<file path="config.mk">
export PLATFORM = sky130hd
export DESIGN_NAME = tile_window_scroll_planner_core
export DESIGN_NICKNAME = d
export VERILOG_FILES = /design/src/hw/rtl/twsp_pkg.sv /design/src/hw/rtl/twsp_div.sv /design/src/hw/rtl/twsp_front.sv /design/src/hw/rtl/twsp_cmdq.sv /design/src/hw/rtl/twsp_back.sv /design/src/hw/rtl/tile_window_scroll_planner_core.sv
export SDC_FILE = /design/constraint.sdc
export NUM_CORES = 1
export LEC_CHECK = 0
export BUFFER_PORTS_ARGS = -buffer_cell sky130_fd_sc_hd__buf_4
export CAP_MARGIN = 20
export CELL_PAD_IN_SITES_DETAIL_PLACEMENT = 1
export CELL_PAD_IN_SITES_GLOBAL_PLACEMENT = 1
export CORE_ASPECT_RATIO = 1.4
export CORE_MARGIN = 8
export CORE_UTILIZATION = 51
export DETAILED_ROUTE_END_ITERATION = 12
export PLACE_DENSITY = 0.9
export SETUP_SLACK_MARGIN = 0.02
export SLEW_MARGIN = 5
export SYNTH_ARGS = -nofsm -noshare
export SYNTH_HDL_FRONTEND = slang
export SYNTH_SLANG_ARGS = --single-unit
</file>
<file path="constraint.sdc">
create_clock -name clk -period 13.8 [get_ports clk]
set_input_delay 2.76 -clock clk [delete_from_list [all_inputs] [get_ports clk]]
set_output_delay 2.76 -clock clk [all_outputs]
set_load 0.03 [all_outputs]
</file>
<file path="src/hw/rtl/twsp_pkg.sv">
package twsp_pkg;

  localparam int TILE_W  = 32;
  localparam int CFG_W   = 16;
  localparam int SLOT_W  = 4;
  // shift carried to the back end; covers window sizes up to 8
  localparam int SHIFT_W = 4;
  localparam int OFS_W   = SHIFT_W + 1;
  localparam int ADDR_W  = 3;
  localparam int DATA_W  = 32;

  // register select, taken from paddr[2]
  localparam logic REG_TILES_PER_ROW = 1'b0;
  localparam logic REG_DEBOUNCE_MS   = 1'b1;

  typedef enum logic [1:0] {
    ACT_NONE = 2'd0,
    ACT_COPY = 2'd1,
    ACT_LOAD = 2'd2
  } act_t;

  typedef struct packed {
    logic [TILE_W-1:0] center_tile;
    logic [TILE_W-1:0] now_ms;
  } in_t;

  typedef struct packed {
    act_t              action;
    logic [SLOT_W-1:0] dest_slot;
    logic [SLOT_W-1:0] src_slot;
    logic              full_reload;
    logic              last;
  } out_t;

  typedef enum logic [1:0] {
    CMD_NONE  = 2'd0,
    CMD_FULL  = 2'd1,
    CMD_SHIFT = 2'd2
  } cmd_kind_t;

  typedef struct packed {
    cmd_kind_t                 kind;
    logic signed [SHIFT_W-1:0] col_shift;
    logic signed [SHIFT_W-1:0] row_shift;
  } cmd_t;

  typedef enum logic [1:0] {
    F_IDLE   = 2'd0,
    F_DIVIDE = 2'd1,
    F_PUSH   = 2'd2
  } front_state_t;

  typedef enum logic {
    B_IDLE = 1'b0,
    B_RUN  = 1'b1
  } back_state_t;

endpackage

</file>
<file path="src/hw/rtl/twsp_div.sv">
module twsp_div (
  input  logic                       clk,
  input  logic                       rst,
  input  logic                       start,
  input  logic [twsp_pkg::TILE_W-1:0] dividend,
  input  logic [twsp_pkg::CFG_W-1:0]  divisor,
  output logic                       busy,
  output logic [twsp_pkg::TILE_W-1:0] quot,
  output logic [twsp_pkg::CFG_W-1:0]  rem
);
  import twsp_pkg::*;

  localparam int CNT_W = $clog2(TILE_W + 1);

  logic [CNT_W-1:0] cnt;
  logic [CFG_W:0]   trial;
  logic [CFG_W:0]   diff;

  // restoring division, one quotient bit per cycle
  assign trial = {rem, quot[TILE_W-1]};
  assign diff  = trial - {1'b0, divisor};
  assign busy  = (cnt != '0);

  always_ff @(posedge clk) begin
    if (rst) begin
      cnt <= '0;
    end else if (start) begin
      cnt <= CNT_W'(TILE_W);
    end else if (busy) begin
      cnt <= cnt - 1'b1;
    end
  end

  always_ff @(posedge clk) begin
    if (start) begin
      quot <= dividend;
      rem  <= '0;
    end else if (busy) begin
      if (!diff[CFG_W]) begin
        rem  <= diff[CFG_W-1:0];
        quot <= {quot[TILE_W-2:0], 1'b1};
      end else begin
        rem  <= trial[CFG_W-1:0];
        quot <= {quot[TILE_W-2:0], 1'b0};
      end
    end
  end

endmodule

</file>
<file path="src/hw/rtl/twsp_front.sv">
module twsp_front #(
  parameter int WINDOW_DIM = 3
) (
  input  logic                      clk,
  input  logic                      rst,
  input  logic                      push,
  input  twsp_pkg::in_t             item,
  output logic                      full,
  input  logic [twsp_pkg::CFG_W-1:0] tiles_per_row,
  input  logic [twsp_pkg::CFG_W-1:0] debounce_ms,
  input  logic                      q_full,
  output logic                      q_push,
  output twsp_pkg::cmd_t            q_wdata
);
  import twsp_pkg::*;

  localparam logic signed [CFG_W:0]  COL_LIM = (CFG_W + 1)'(WINDOW_DIM);
  localparam logic signed [TILE_W:0] ROW_LIM = (TILE_W + 1)'(WINDOW_DIM);

  front_state_t state, state_next;

  logic [TILE_W-1:0] prev_center;
  logic [TILE_W-1:0] last_update_time;
  logic              updated_once;
  logic              is_update;
  logic signed [CFG_W:0]  col_diff;
  logic signed [TILE_W:0] row_diff;

  logic              accept;
  logic              do_update;
  logic [TILE_W-1:0] elapsed;
  logic [CFG_W-1:0]  per_row;
  logic              div_start;
  logic              busy_new, busy_old;
  logic [TILE_W-1:0] quot_new, quot_old;
  logic [CFG_W-1:0]  rem_new, rem_old;
  logic              far;

  assign accept    = push && !full;
  assign per_row   = (tiles_per_row == '0) ? CFG_W'(1) : tiles_per_row;
  assign elapsed   = item.now_ms - last_update_time;
  assign do_update = (item.center_tile != prev_center) &&
                     (!updated_once || (elapsed > {{(TILE_W-CFG_W){1'b0}}, debounce_ms}));
  assign div_start = accept && do_update;

  // new and old centers are split in parallel
  twsp_div u_div_new (
    .clk      (clk),
    .rst      (rst),
    .start    (div_start),
    .dividend (item.center_tile),
    .divisor  (per_row),
    .busy     (busy_new),
    .quot     (quot_new),
    .rem      (rem_new)
  );

  twsp_div u_div_old (
    .clk      (clk),
    .rst      (rst),
    .start    (div_start),
    .dividend (prev_center),
    .divisor  (per_row),
    .busy     (busy_old),
    .quot     (quot_old),
    .rem      (rem_old)
  );

  always_comb begin
    state_next = state;
    case (state)
      F_IDLE: begin
        if (accept) begin
          state_next = do_update ? F_DIVIDE : F_PUSH;
        end
      end
      F_DIVIDE: begin
        if (!busy_new && !busy_old) begin
          state_next = F_PUSH;
        end
      end
      F_PUSH: begin
        if (!q_full) begin
          state_next = F_IDLE;
        end
      end
      default: state_next = F_IDLE;
    endcase
  end

  always_comb begin
    full   = (state != F_IDLE);
    q_push = (state == F_PUSH) && !q_full;
  end

  assign far = (col_diff >= COL_LIM) || (col_diff <= -COL_LIM) ||
               (row_diff >= ROW_LIM) || (row_diff <= -ROW_LIM);

  always_comb begin
    q_wdata.col_shift = SHIFT_W'(col_diff);
    q_wdata.row_shift = SHIFT_W'(row_diff);
    if (!is_update) begin
      q_wdata.kind = CMD_NONE;
    end else if (far) begin
      q_wdata.kind = CMD_FULL;
    end else begin
      q_wdata.kind = CMD_SHIFT;
    end
  end

  always_ff @(posedge clk) begin
    if (rst) begin
      state            <= F_IDLE;
      prev_center      <= '0;
      last_update_time <= '0;
      updated_once     <= 1'b0;
      is_update        <= 1'b0;
    end else begin
      state <= state_next;
      if (accept) begin
        is_update <= do_update;
        if (do_update) begin
          prev_center      <= item.center_tile;
          last_update_time <= item.now_ms;
          updated_once     <= 1'b1;
        end
      end
    end
  end

  always_ff @(posedge clk) begin
    if (state == F_DIVIDE && !busy_new && !busy_old) begin
      col_diff <= $signed({1'b0, rem_new}) - $signed({1'b0, rem_old});
      row_diff <= $signed({1'b0, quot_new}) - $signed({1'b0, quot_old});
    end
  end

endmodule

</file>
<file path="src/hw/rtl/twsp_cmdq.sv">
module twsp_cmdq (
  input  logic           clk,
  input  logic           rst,
  input  logic           push,
  input  twsp_pkg::cmd_t wdata,
  input  logic           pop,
  output twsp_pkg::cmd_t rdata,
  output logic           full,
  output logic           empty
);
  import twsp_pkg::*;

  localparam int DEPTH = 2;
  localparam int PTR_W = $clog2(DEPTH);

  cmd_t             entries [DEPTH];
  logic [PTR_W-1:0] wr_ptr;
  logic [PTR_W-1:0] rd_ptr;
  logic [PTR_W:0]   count;

  assign full  = (count == (PTR_W + 1)'(DEPTH));
  assign empty = (count == '0);
  assign rdata = entries[rd_ptr];

  always_ff @(posedge clk) begin
    if (rst) begin
      wr_ptr <= '0;
      rd_ptr <= '0;
      count  <= '0;
    end else begin
      if (push) begin
        wr_ptr <= wr_ptr + 1'b1;
      end
      if (pop) begin
        rd_ptr <= rd_ptr + 1'b1;
      end
      if (push && !pop) begin
        count <= count + 1'b1;
      end else if (pop && !push) begin
        count <= count - 1'b1;
      end
    end
  end

  always_ff @(posedge clk) begin
    if (push) begin
      entries[wr_ptr] <= wdata;
    end
  end

endmodule

</file>
<file path="src/hw/rtl/twsp_back.sv">
module twsp_back #(
  parameter int WINDOW_DIM = 3
) (
  input  logic           clk,
  input  logic           rst,
  input  logic           q_empty,
  input  twsp_pkg::cmd_t q_rdata,
  output logic           q_pop,
  input  logic           pop,
  output logic           empty,
  output twsp_pkg::out_t result
);
  import twsp_pkg::*;

  localparam int CW = (WINDOW_DIM > 1) ? $clog2(WINDOW_DIM) : 1;
  localparam logic [CW-1:0]          LAST_IX = CW'(WINDOW_DIM - 1);
  localparam logic signed [OFS_W-1:0] DIM_S  = OFS_W'(WINDOW_DIM);
  localparam logic [7:0]              DIM_B  = 8'(WINDOW_DIM);

  back_state_t state, state_next;

  cmd_t    cmd;
  logic [CW-1:0] a;  // outer index
  logic [CW-1:0] b;  // inner index
  logic    out_valid;
  out_t    out_data;

  logic    out_free;
  logic    emit;
  logic    at_end;
  logic    is_last;
  out_t    res;
  logic [CW-1:0] cc, rr;
  logic signed [OFS_W-1:0] co, ro;
  logic [7:0] dest_w, src_w, full_w;

  assign out_free = !out_valid || pop;
  assign at_end   = (a == LAST_IX) && (b == LAST_IX);
  assign is_last  = (cmd.kind == CMD_FULL || cmd.kind == CMD_SHIFT) ? at_end : 1'b1;

  always_comb begin
    state_next = state;
    case (state)
      B_IDLE: begin
        if (!q_empty) begin
          state_next = B_RUN;
        end
      end
      B_RUN: begin
        if (out_free && is_last) begin
          state_next = B_IDLE;
        end
      end
      default: state_next = B_IDLE;
    endcase
  end

  always_comb begin
    q_pop = (state == B_IDLE) && !q_empty;
    emit  = (state == B_RUN) && out_free;
  end

  // walk direction follows the sign of each shift
  always_comb begin
    cc     = cmd.col_shift[SHIFT_W-1] ? (LAST_IX - a) : a;
    rr     = cmd.row_shift[SHIFT_W-1] ? (LAST_IX - b) : b;
    co     = $signed(OFS_W'({1'b0, cc})) + OFS_W'($signed(cmd.col_shift));
    ro     = $signed(OFS_W'({1'b0, rr})) + OFS_W'($signed(cmd.row_shift));
    dest_w = 8'(cc) + 8'(rr) * DIM_B;
    src_w  = 8'(co[CW-1:0]) + 8'(ro[CW-1:0]) * DIM_B;
    full_w = 8'(b) + 8'(a) * DIM_B;
  end

  always_comb begin
    res.action      = ACT_NONE;
    res.dest_slot   = '0;
    res.src_slot    = '0;
    res.full_reload = 1'b0;
    res.last        = is_last;
    case (cmd.kind)
      CMD_FULL: begin
        res.action      = ACT_LOAD;
        res.dest_slot   = SLOT_W'(full_w);
        res.full_reload = 1'b1;
      end
      CMD_SHIFT: begin
        res.dest_slot = SLOT_W'(dest_w);
        if (co >= 0 && co < DIM_S && ro >= 0 && ro < DIM_S) begin
          res.action   = ACT_COPY;
          res.src_slot = SLOT_W'(src_w);
        end else begin
          res.action = ACT_LOAD;
        end
      end
      default: begin
        res.action = ACT_NONE;
      end
    endcase
  end

  always_ff @(posedge clk) begin
    if (rst) begin
      state     <= B_IDLE;
      out_valid <= 1'b0;
      a         <= '0;
      b         <= '0;
    end else begin
      state <= state_next;
      if (q_pop) begin
        a <= '0;
        b <= '0;
      end else if (emit) begin
        if (b == LAST_IX) begin
          b <= '0;
          a <= a + 1'b1;
        end else begin
          b <= b + 1'b1;
        end
      end
      if (emit) begin
        out_valid <= 1'b1;
      end else if (pop) begin
        out_valid <= 1'b0;
      end
    end
  end

  always_ff @(posedge clk) begin
    if (q_pop) begin
      cmd <= q_rdata;
    end
    if (emit) begin
      out_data <= res;
    end
  end

  assign empty  = !out_valid;
  assign result = out_data;

endmodule

</file>
<file path="src/hw/rtl/tile_window_scroll_planner_core.sv">
// Path: an update passes the 32-step serial divider in F_DIVIDE, then F_PUSH, the command
//   queue and the back end's command and output registers; a no-update skips the divider.
// The front takes a new item only once its command is queued; an update's results leave at
//   one per cycle while the consumer pops, WINDOW_DIM*WINDOW_DIM in all.
// Reset: synchronous, active high; clears config to defaults, center/time history, queues.
module tile_window_scroll_planner_core #(
  parameter int WINDOW_DIM = 3
) (
  input  logic                        clk,
  input  logic                        rst,
  // input transactions
  input  logic                        push,
  input  twsp_pkg::in_t               in_item,
  output logic                        full,
  // result transactions
  input  logic                        pop,
  output logic                        empty,
  output twsp_pkg::out_t              result,
  // config port
  input  logic                        psel,
  input  logic                        penable,
  input  logic                        pwrite,
  input  logic [twsp_pkg::ADDR_W-1:0] paddr,
  input  logic [twsp_pkg::DATA_W-1:0] pwdata,
  output logic [twsp_pkg::DATA_W-1:0] prdata,
  output logic                        pready
);
  import twsp_pkg::*;

  // Structure:
  //   front  - takes a transaction, runs the debounce/tile-change check, and on an update
  //            splits old and new centers into column/row with two serial dividers running
  //            side by side, then classifies the move as none, full reload or shift.
  //   cmdq   - two-entry command queue so the front can start the next transaction while
  //            the back end is still emitting slot actions.
  //   back   - expands each command into result transactions through an output register.

  logic [CFG_W-1:0] tiles_per_row;
  logic [CFG_W-1:0] debounce_ms;
  logic             cfg_wr;

  logic q_push, q_pop, q_full, q_empty;
  cmd_t q_wdata, q_rdata;

  // APB: zero wait states; word select on paddr[2], byte lane bits ignored
  assign pready = 1'b1;
  assign cfg_wr = psel && penable && pwrite && pready;

  always_ff @(posedge clk) begin
    if (rst) begin
      tiles_per_row <= CFG_W'(1);
      debounce_ms   <= CFG_W'(1000);
    end else if (cfg_wr) begin
      case (paddr[2])
        REG_TILES_PER_ROW: tiles_per_row <= pwdata[CFG_W-1:0];
        REG_DEBOUNCE_MS:   debounce_ms   <= pwdata[CFG_W-1:0];
        default: ;
      endcase
    end
  end

  always_comb begin
    case (paddr[2])
      REG_TILES_PER_ROW: prdata = {{(DATA_W-CFG_W){1'b0}}, tiles_per_row};
      REG_DEBOUNCE_MS:   prdata = {{(DATA_W-CFG_W){1'b0}}, debounce_ms};
      default:           prdata = '0;
    endcase
  end

  twsp_front #(
    .WINDOW_DIM (WINDOW_DIM)
  ) u_front (
    .clk           (clk),
    .rst           (rst),
    .push          (push),
    .item          (in_item),
    .full          (full),
    .tiles_per_row (tiles_per_row),
    .debounce_ms   (debounce_ms),
    .q_full        (q_full),
    .q_push        (q_push),
    .q_wdata       (q_wdata)
  );

  twsp_cmdq u_cmdq (
    .clk   (clk),
    .rst   (rst),
    .push  (q_push),
    .wdata (q_wdata),
    .pop   (q_pop),
    .rdata (q_rdata),
    .full  (q_full),
    .empty (q_empty)
  );

  // back end walks the window; the output register lets it run ahead of the consumer
  twsp_back #(
    .WINDOW_DIM (WINDOW_DIM)
  ) u_back (
    .clk     (clk),
    .rst     (rst),
    .q_empty (q_empty),
    .q_rdata (q_rdata),
    .q_pop   (q_pop),
    .pop     (pop),
    .empty   (empty),
    .result  (result)
  );

endmodule

</file>
======== Yosys cells after proc, flatten, opt, wreduce, memory -nomap -nowiden ========
Memory sizes are Yosys's and may differ from the RTL's. A register that Yosys moved wholly into a read port is not among the register bits.
Cells that the tools add are included.
operators by class
  $add $sub $neg .......................... 20
  multiply operators ...................... 3
  $lt $le $gt $ge ......................... 9
  eq/ne operators ......................... 11
  muxes and demuxes ....................... 38
  bitwise gates (word level) .............. 2
  reduce and logical (&&, ||, !) cells .... 51
operators with widths
  kind                   count
  $mux W32               4
  $pmux W32 S2           1
  $mux W16               3
  $sub A17 B16 Y17       2
  $ge A33 B3 Y1 const B  1
  $le A33 B3 Y1 const B  1
  $sub A32 B32 Y33       1
  $gt A32 B16 Y1         1
  $ne A32 B32 Y1         1
  $sub A32 B32 Y32       1
  $mux W2                12
  $mux W6                4
  $logic_and A1 B1 Y1    18
  $ge A17 B3 Y1 const B  1
  $le A17 B3 Y1 const B  1
  $sub A16 B16 Y17       1
  $logic_not A16 Y1      1
  $add A2 B4 Y4          3
  $mul A2 B2 Y4 const B  3
  $reduce_bool A6 Y1     2
  $sub A6 B1 Y6 const B  2
  $add A3 B4 Y5          2
  $eq A2 B2 Y1 const B   5
  $ge A5 B1 Y1 const B   2
  21 further kinds       61
word-level totals
  flip-flop bits (word level) ............. 280
  RAM bits ................................ 20
  input port bits ......................... 106
  word-level logic and storage cells ...... 164
  memories ................................ 1
memory list
  memory          words  width  rd ports  clocked after memory_dff  wr ports  line             text
  u_cmdq.entries  2      10     1         1                         1         twsp_cmdq.sv:16  cmd_t entries [DEPTH];

======== Depth between registers and ports, before layout ========
  depth after elaboration ................. 9
  depth in mapped cells ................... 23
  mapped depth without buffers ............ 21

======== Hierarchy ========
From an unflattened synthesis, not the netlist that was laid out.
unflattened totals
  cells, all modules ...................... 2152
  area, all modules ....................... 20674.8 µm²
modules (own cells, without submodules)
  module                           times used  cells each  area each (µm²)  seq. area each (µm²)
  twsp_front                       1           1178        10029.6          2862.7
  twsp_div (u_front.u_div_new)     1           310         3231.8           1401.3
  twsp_div (u_front.u_div_old)     1           310         3213.1           1401.3
  tile_window_scroll_planner_core  1           169         1699.1           640.6
  twsp_back                        1           132         1575.3           780.7
  twsp_cmdq                        1           53          925.9            700.7

======== Worst setup path before layout ========
No wires, ideal clock.
  path kind ............................... input to register
  from .................................... input port in_item[0] (netlist bit)
  to ...................................... register u_front.u_div_new.quot[0] (netlist bit), enable pin
  data arrival time ....................... 7.056 ns
  slack ................................... 6.354 ns
  cell stages on the path ................. 21
  path buffers ............................ 0
  path through ............................ inv_1 -> ha_1 -> fa_1 -> nand2b_1 -> a21oi_1 -> o21ai_0 -> o21a_1 -> o21ai_0 -> xor2_1 -> ha_1 -> and4_1 -> nand3_1 -> or3_1 -> o221ai_1 -> o22ai_1 -> and4_1 -> nand4b_1 -> nor4_4 -> a41oi_2 -> nand2_1 -> nand2_1
between the ends
  cells in the longest elaborated chain, start to end .. 6
RTL lines
  element                       line                                   text
  start, declared               tile_window_scroll_planner_core.sv:13  input twsp_pkg::in_t in_item,
  $sub A32 B32 Y32              twsp_front.sv:41                       assign elapsed = item.now_ms - last_update_time;
  $gt A32 B16 Y1                twsp_front.sv:43                       (!updated_once || (elapsed > {{(TILE_W-CFG_W){1'b0}}, debounce_ms}));
  $logic_or A1 B1 Y1            twsp_front.sv:43
  $logic_and A1 B1 Y1           twsp_front.sv:42                       assign do_update = (item.center_tile != prev_center) &&
  $logic_and A1 B1 Y1           twsp_front.sv:44                       assign div_start = accept && do_update;
  $reduce_bool A2 Y1 (no line)  -
  end signal, assigned          twsp_div.sv:36                         quot <= dividend;
  end signal, assigned          twsp_div.sv:41                         quot <= {quot[TILE_W-2:0], 1'b1};
  end signal, assigned          twsp_div.sv:44                         quot <= {quot[TILE_W-2:0], 1'b0};
  end, declared                 twsp_div.sv:8                          output logic [twsp_pkg::TILE_W-1:0] quot,
Every way passes these cells.
A chain may end at the register's enable or synchronous reset.

======== Final worst setup path ========
  from .................................... input port in_item[0] (netlist bit)
  to ...................................... register u_front.u_div_new.quot[6] (netlist bit), enable pin
The elaborated chain is that of the path after synthesis.

==> impl_results.md <==
- Antenna violations before repair: 2
- Critical R2R Capture: u_front.u_div_new.quot[6]
- Max Slew Vio Count: 0
- # IOs: roughly 150
- DR vias: 16900
- Worst R2R Setup Slack: ~7.3 ns
- # DRC: 0
- CP startpoint: in_item[0]
- Worst-path clk slew: about 0.060 ns
- Vias in the first global route: approximately 18000
- R2R depth: 21
- Full die area: around 44000 µm²
- Die Wd: approximately 180 µm
- Startpoint Class: primary input
- RePlAce Congestion: a little under 0.9
- Fraction of layout cells with a size suffix above 1: a little over a tenth
- All-Layer GR Usage: a little over a quarter
- Asr flop ratio synth: 0%
- MaxCap Viol Count: 0
- Util after Layout: a little under 60%
- WS Path Type: in2reg
- Minimum clock period: about 8.5 ns
- Core box area: roughly 37000 µm²
- First-pass GRT wire length: between 90000 and 100000 µm
- Endpoints failing setup: 0
- Synthesized area per cell: between 8 and 9 µm²
- Distinct cells, synth: 81
- Root Driver: clkbuf_16
- Largest net degree at the start of global routing: 97
- CTS buffer count: 34
- Max_slew headroom: roughly a quarter
- Maximum VDD drop: about 0.00014 V
- Final wirelength: slightly above 60000 µm
- Leakage power: between 0.008 and 0.009 µW
- FF-to-FF Start: u_front.last_update_time[1]
- RSZ-0062 raised after global routing: false
- Number of port buffers: 117
- HPWL after DPL: between 40000 and 50000 µm
- Worst-Margin Slew: approximately 1.1 ns
- Post-synth EDFFs: approximately 160
- # nets final: between 2000 and 2500
- #FFs+latches synth: between 300 and 400
- Initial Utilization: 51.5%
- Netlist Area Pre-Place: between 15000 and 20000 µm²
- DR pass1 iterations: 5
- Syn-to-layout area delta: 12.2%
- CP Max Fanout: 17
- ANT cells: 0
- Post-synth top flop: edfxtp_1
- Mapped Cells: between 2000 and 2500
- DR vias/cell: roughly 6.2
- Routed Antenna Nets: 0
- Clock Tree Buf Depth: 3
- WP data arrival: between 8 and 9 ns
- Seq/Total Area, Yosys: around 40%
- CTS Sinks: 310
- Setup bufs post-CTS: 0
- Avg WL per Cell: about 23 µm
- Total congestion overflow: 0
- Worst hold path type: reg2reg
- Worst skew pair latency: 0.55 ns
- CTS tree: built
- Die height: roughly 250 µm
- PD cells: about 250 nW/µm²
- # resized after CTS: 0
- Clk_skew: 0.0234 ns
- CP Capture Point: u_front.u_div_new.quot[6]
- Worst Setup End Kind: flip-flop
- Synth warnings: 0
- Cell row count: 84
- Data required, critical path: around 14 ns
- Status: complete, no violations
- Starting DRT DRC Count: 1017
- H-tree level count: 2
- Final Cycle Share: approximately 62%
- Final Hold Fails: 0
- CTS Hold Bufs: 0
- Total negative slack: 0 ns
- Max Clock Freq: 0.118 GHz
==> cells in the mapped netlist (all sizes together) (3+ instances only) <==
cell type / number / area, µm²
xor2: 60 / 526
buf: 46 / 279
xnor2: 72 / 638
a41oi: 4 / 42.6
o21ai: 198 / 991
nor4: 38 / 284
o41ai: 3 / 33.8
or3: 8 / 50.1
o21a: 21 / 159
nor2b: 19 / 119
o211ai: 13 / 97.6
mux2i: 34 / 340
nor2: 131 / 492
dfxtp: 154 / 3080
edfxtp: 156 / 4680
nor3b: 3 / 22.5
a21oi: 188 / 945
nand3: 116 / 581
a2111oi: 6 / 78.8
nand2b: 22 / 138
a31oi: 11 / 68.8
fa: 12 / 240
ha: 148 / 1850
and2: 12 / 75.1
o21bai: 6 / 45.0
nand2: 174 / 653
o22ai: 3 / 18.8
nor3: 26 / 130
a21boi: 12 / 90.1
a311oi: 5 / 43.8
and4: 4 / 35.0
clkbuf: 70 / 263
a211oi: 36 / 275
nand4: 36 / 225
or2: 8 / 50.1
a21o: 26 / 195
o31ai: 7 / 66.3
nand3b: 5 / 37.5
o22a: 3 / 26.3
and3: 11 / 68.8
mux2: 16 / 180
a211o: 13 / 114
inv: 188 / 706
==> metal layers <==
metal | part of all wire, % | GRT usage [%] | vias up
li1 | - | - | 7767
met1 | 36 | 27.4 | 8324
met2 | 53 | 51.4 | 545
met3 | 4.3 | 3.91 | 242
met4 | 6.8 | 17.7 | 2
met5 | 0.027 | 0 | -
==> cell type report <==
cell class | count | area [µm²]
sequential | 310 | 7770
tap | 473 | 592
fill | 4347 | 15800
timing repair buffer | 133 | 1020
multi-input combinational | 1551 | 10300
clock inverter | 21 | 265
inverter | 188 | 706
clock buffer | 41 | 918
==> kinds of logic (layout without fill, tap and decap cells) <==
kind of cell | after synthesis | in the layout | share of synthesized area (%)
AND/OR/NAND/NOR | 619 | 619 | 15.6
flip-flops | 310 | 310 | 40.3
other | 2 | 17 | 0.0390
buffers and inverters | 304 | 383 | 6.47
AO/OA/AOI/OAI | 573 | 573 | 17.9
multiplexers | 50 | 50 | 2.70
XOR/XNOR | 132 | 132 | 6.04
adder cells (fa/ha/maj) | 160 | 160 | 10.9
==> through the flow <==
step / cell area (µm²) / setup slack, ns / hold slack [ns] / power, µW / instances
2_1_floorplan: 19300 / 6.35 / 0.440 / 3500 / 2165
3_3_place_gp: 20400 / 4.91 / 0.459 / 4010 / 2652
3_5_place_dp: 20400 / 4.83 / 0.468 / 4230 / 2653
4_1_cts: 21600 / 5.37 / 0.476 / 5320 / 2715
5_1_grt: 21600 / 4.95 / 0.499 / 5680 / 2717
6_report: 21600 / 5.31 / 0.477 / 5370 / 2717
==> worst min path at each step <==
stage | from | endpoint | slack, ns | depth (start not counted)
floorplan | u_front.is_update | u_front.is_update | 0.44 | 2
global placement | tiles_per_row[4] | tiles_per_row[4] | 0.46 | 2
detailed placement | u_front.last_update_time[23] | u_front.last_update_time[23] | 0.47 | 2
CTS | u_front.last_update_time[23] | u_front.last_update_time[23] | 0.48 | 2
global route | u_front.last_update_time[23] | u_front.last_update_time[23] | 0.50 | 2
finish | u_front.last_update_time[26] | u_front.last_update_time[26] | 0.48 | 2
==> flip-flops by register name, summed over array words and instances, names as in the netlist, 6 cells and up <==
name                      flops
debounce_ms                  16
tiles_per_row                16
u_back.cmd                   10
u_back.result                12
u_cmdq.entries               20
u_front.col_diff             17
u_front.last_update_time     32
u_front.prev_center          32
u_front.row_diff             33
u_front.u_div_new.cnt         6
u_front.u_div_new.quot       32
u_front.u_div_new.rem        16
u_front.u_div_old.cnt         6
u_front.u_div_old.quot       32
u_front.u_div_old.rem        16
==> critical path, stage by stage <==
cell	delay, ns
buf_4	0.09
inv_1	0.04
ha_1	0.22
fa_1	0.41
nand2b_1	0.18
a21oi_1	0.22
o21ai_0	0.19
o21a_1	0.29
o21ai_0	0.22
xor2_1	0.12
ha_1	0.32
and4_1	0.25
nand3_1	0.11
or3_1	0.39
o221ai_1	0.21
o22ai_1	0.15
and4_1	0.18
nand4b_1	0.15
nor4_4	0.07
a41oi_4	0.60
nand2_1	0.38
nand2_1	0.74
buf_4	0.41
==> placed cells by master, fill, tap and decap left out, types with 6 or more instances in the layout <==
| master | synthesis | final |
|---|---|---|
| o21a_1 | 20 | 20 |
| o21bai_1 | 6 | 6 |
| nand2_1 | 174 | 173 |
| nand4_1 | 36 | 36 |
| clkinvlp_4 | 0 | 6 |
| nor4_2 | 5 | 6 |
| xor2_1 | 60 | 60 |
| xnor2_1 | 71 | 71 |
| fa_1 | 12 | 12 |
| and3_1 | 11 | 11 |
| a211o_1 | 13 | 13 |
| nor4_1 | 32 | 31 |
| conb_1 | 2 | 17 |
| edfxtp_1 | 156 | 156 |
| inv_1 | 188 | 188 |
| a21oi_1 | 187 | 187 |
| mux2_2 | 16 | 16 |
| nor2_1 | 131 | 130 |
| nor3_1 | 26 | 25 |
| a21o_1 | 26 | 26 |
| o21ai_0 | 163 | 163 |
| or2_2 | 8 | 8 |
| a31oi_1 | 11 | 11 |
| o31ai_1 | 6 | 6 |
| and2_1 | 12 | 11 |
| a21boi_0 | 12 | 12 |
| clkbuf_16 | 0 | 35 |
| or3_1 | 8 | 8 |
| o21ai_1 | 35 | 35 |
| mux2i_1 | 34 | 34 |
| nand3_1 | 116 | 116 |
| o211ai_1 | 13 | 13 |
| nor2b_1 | 19 | 19 |
| nand2b_1 | 22 | 22 |
| ha_1 | 148 | 148 |
| a211oi_1 | 35 | 35 |
| buf_4 | 19 | 131 |
| dfxtp_1 | 154 | 154 |
==> where the power goes <==
group / leakage, µW / internal [µW] / switching, µW / total (µW)
sequential: 0.00280 / 1360 / 177 / 1540
clock: 0.000561 / 575 / 405 / 980
combinational: 0.00533 / 1120 / 1730 / 2850
(Power assumes the default switching activity.)
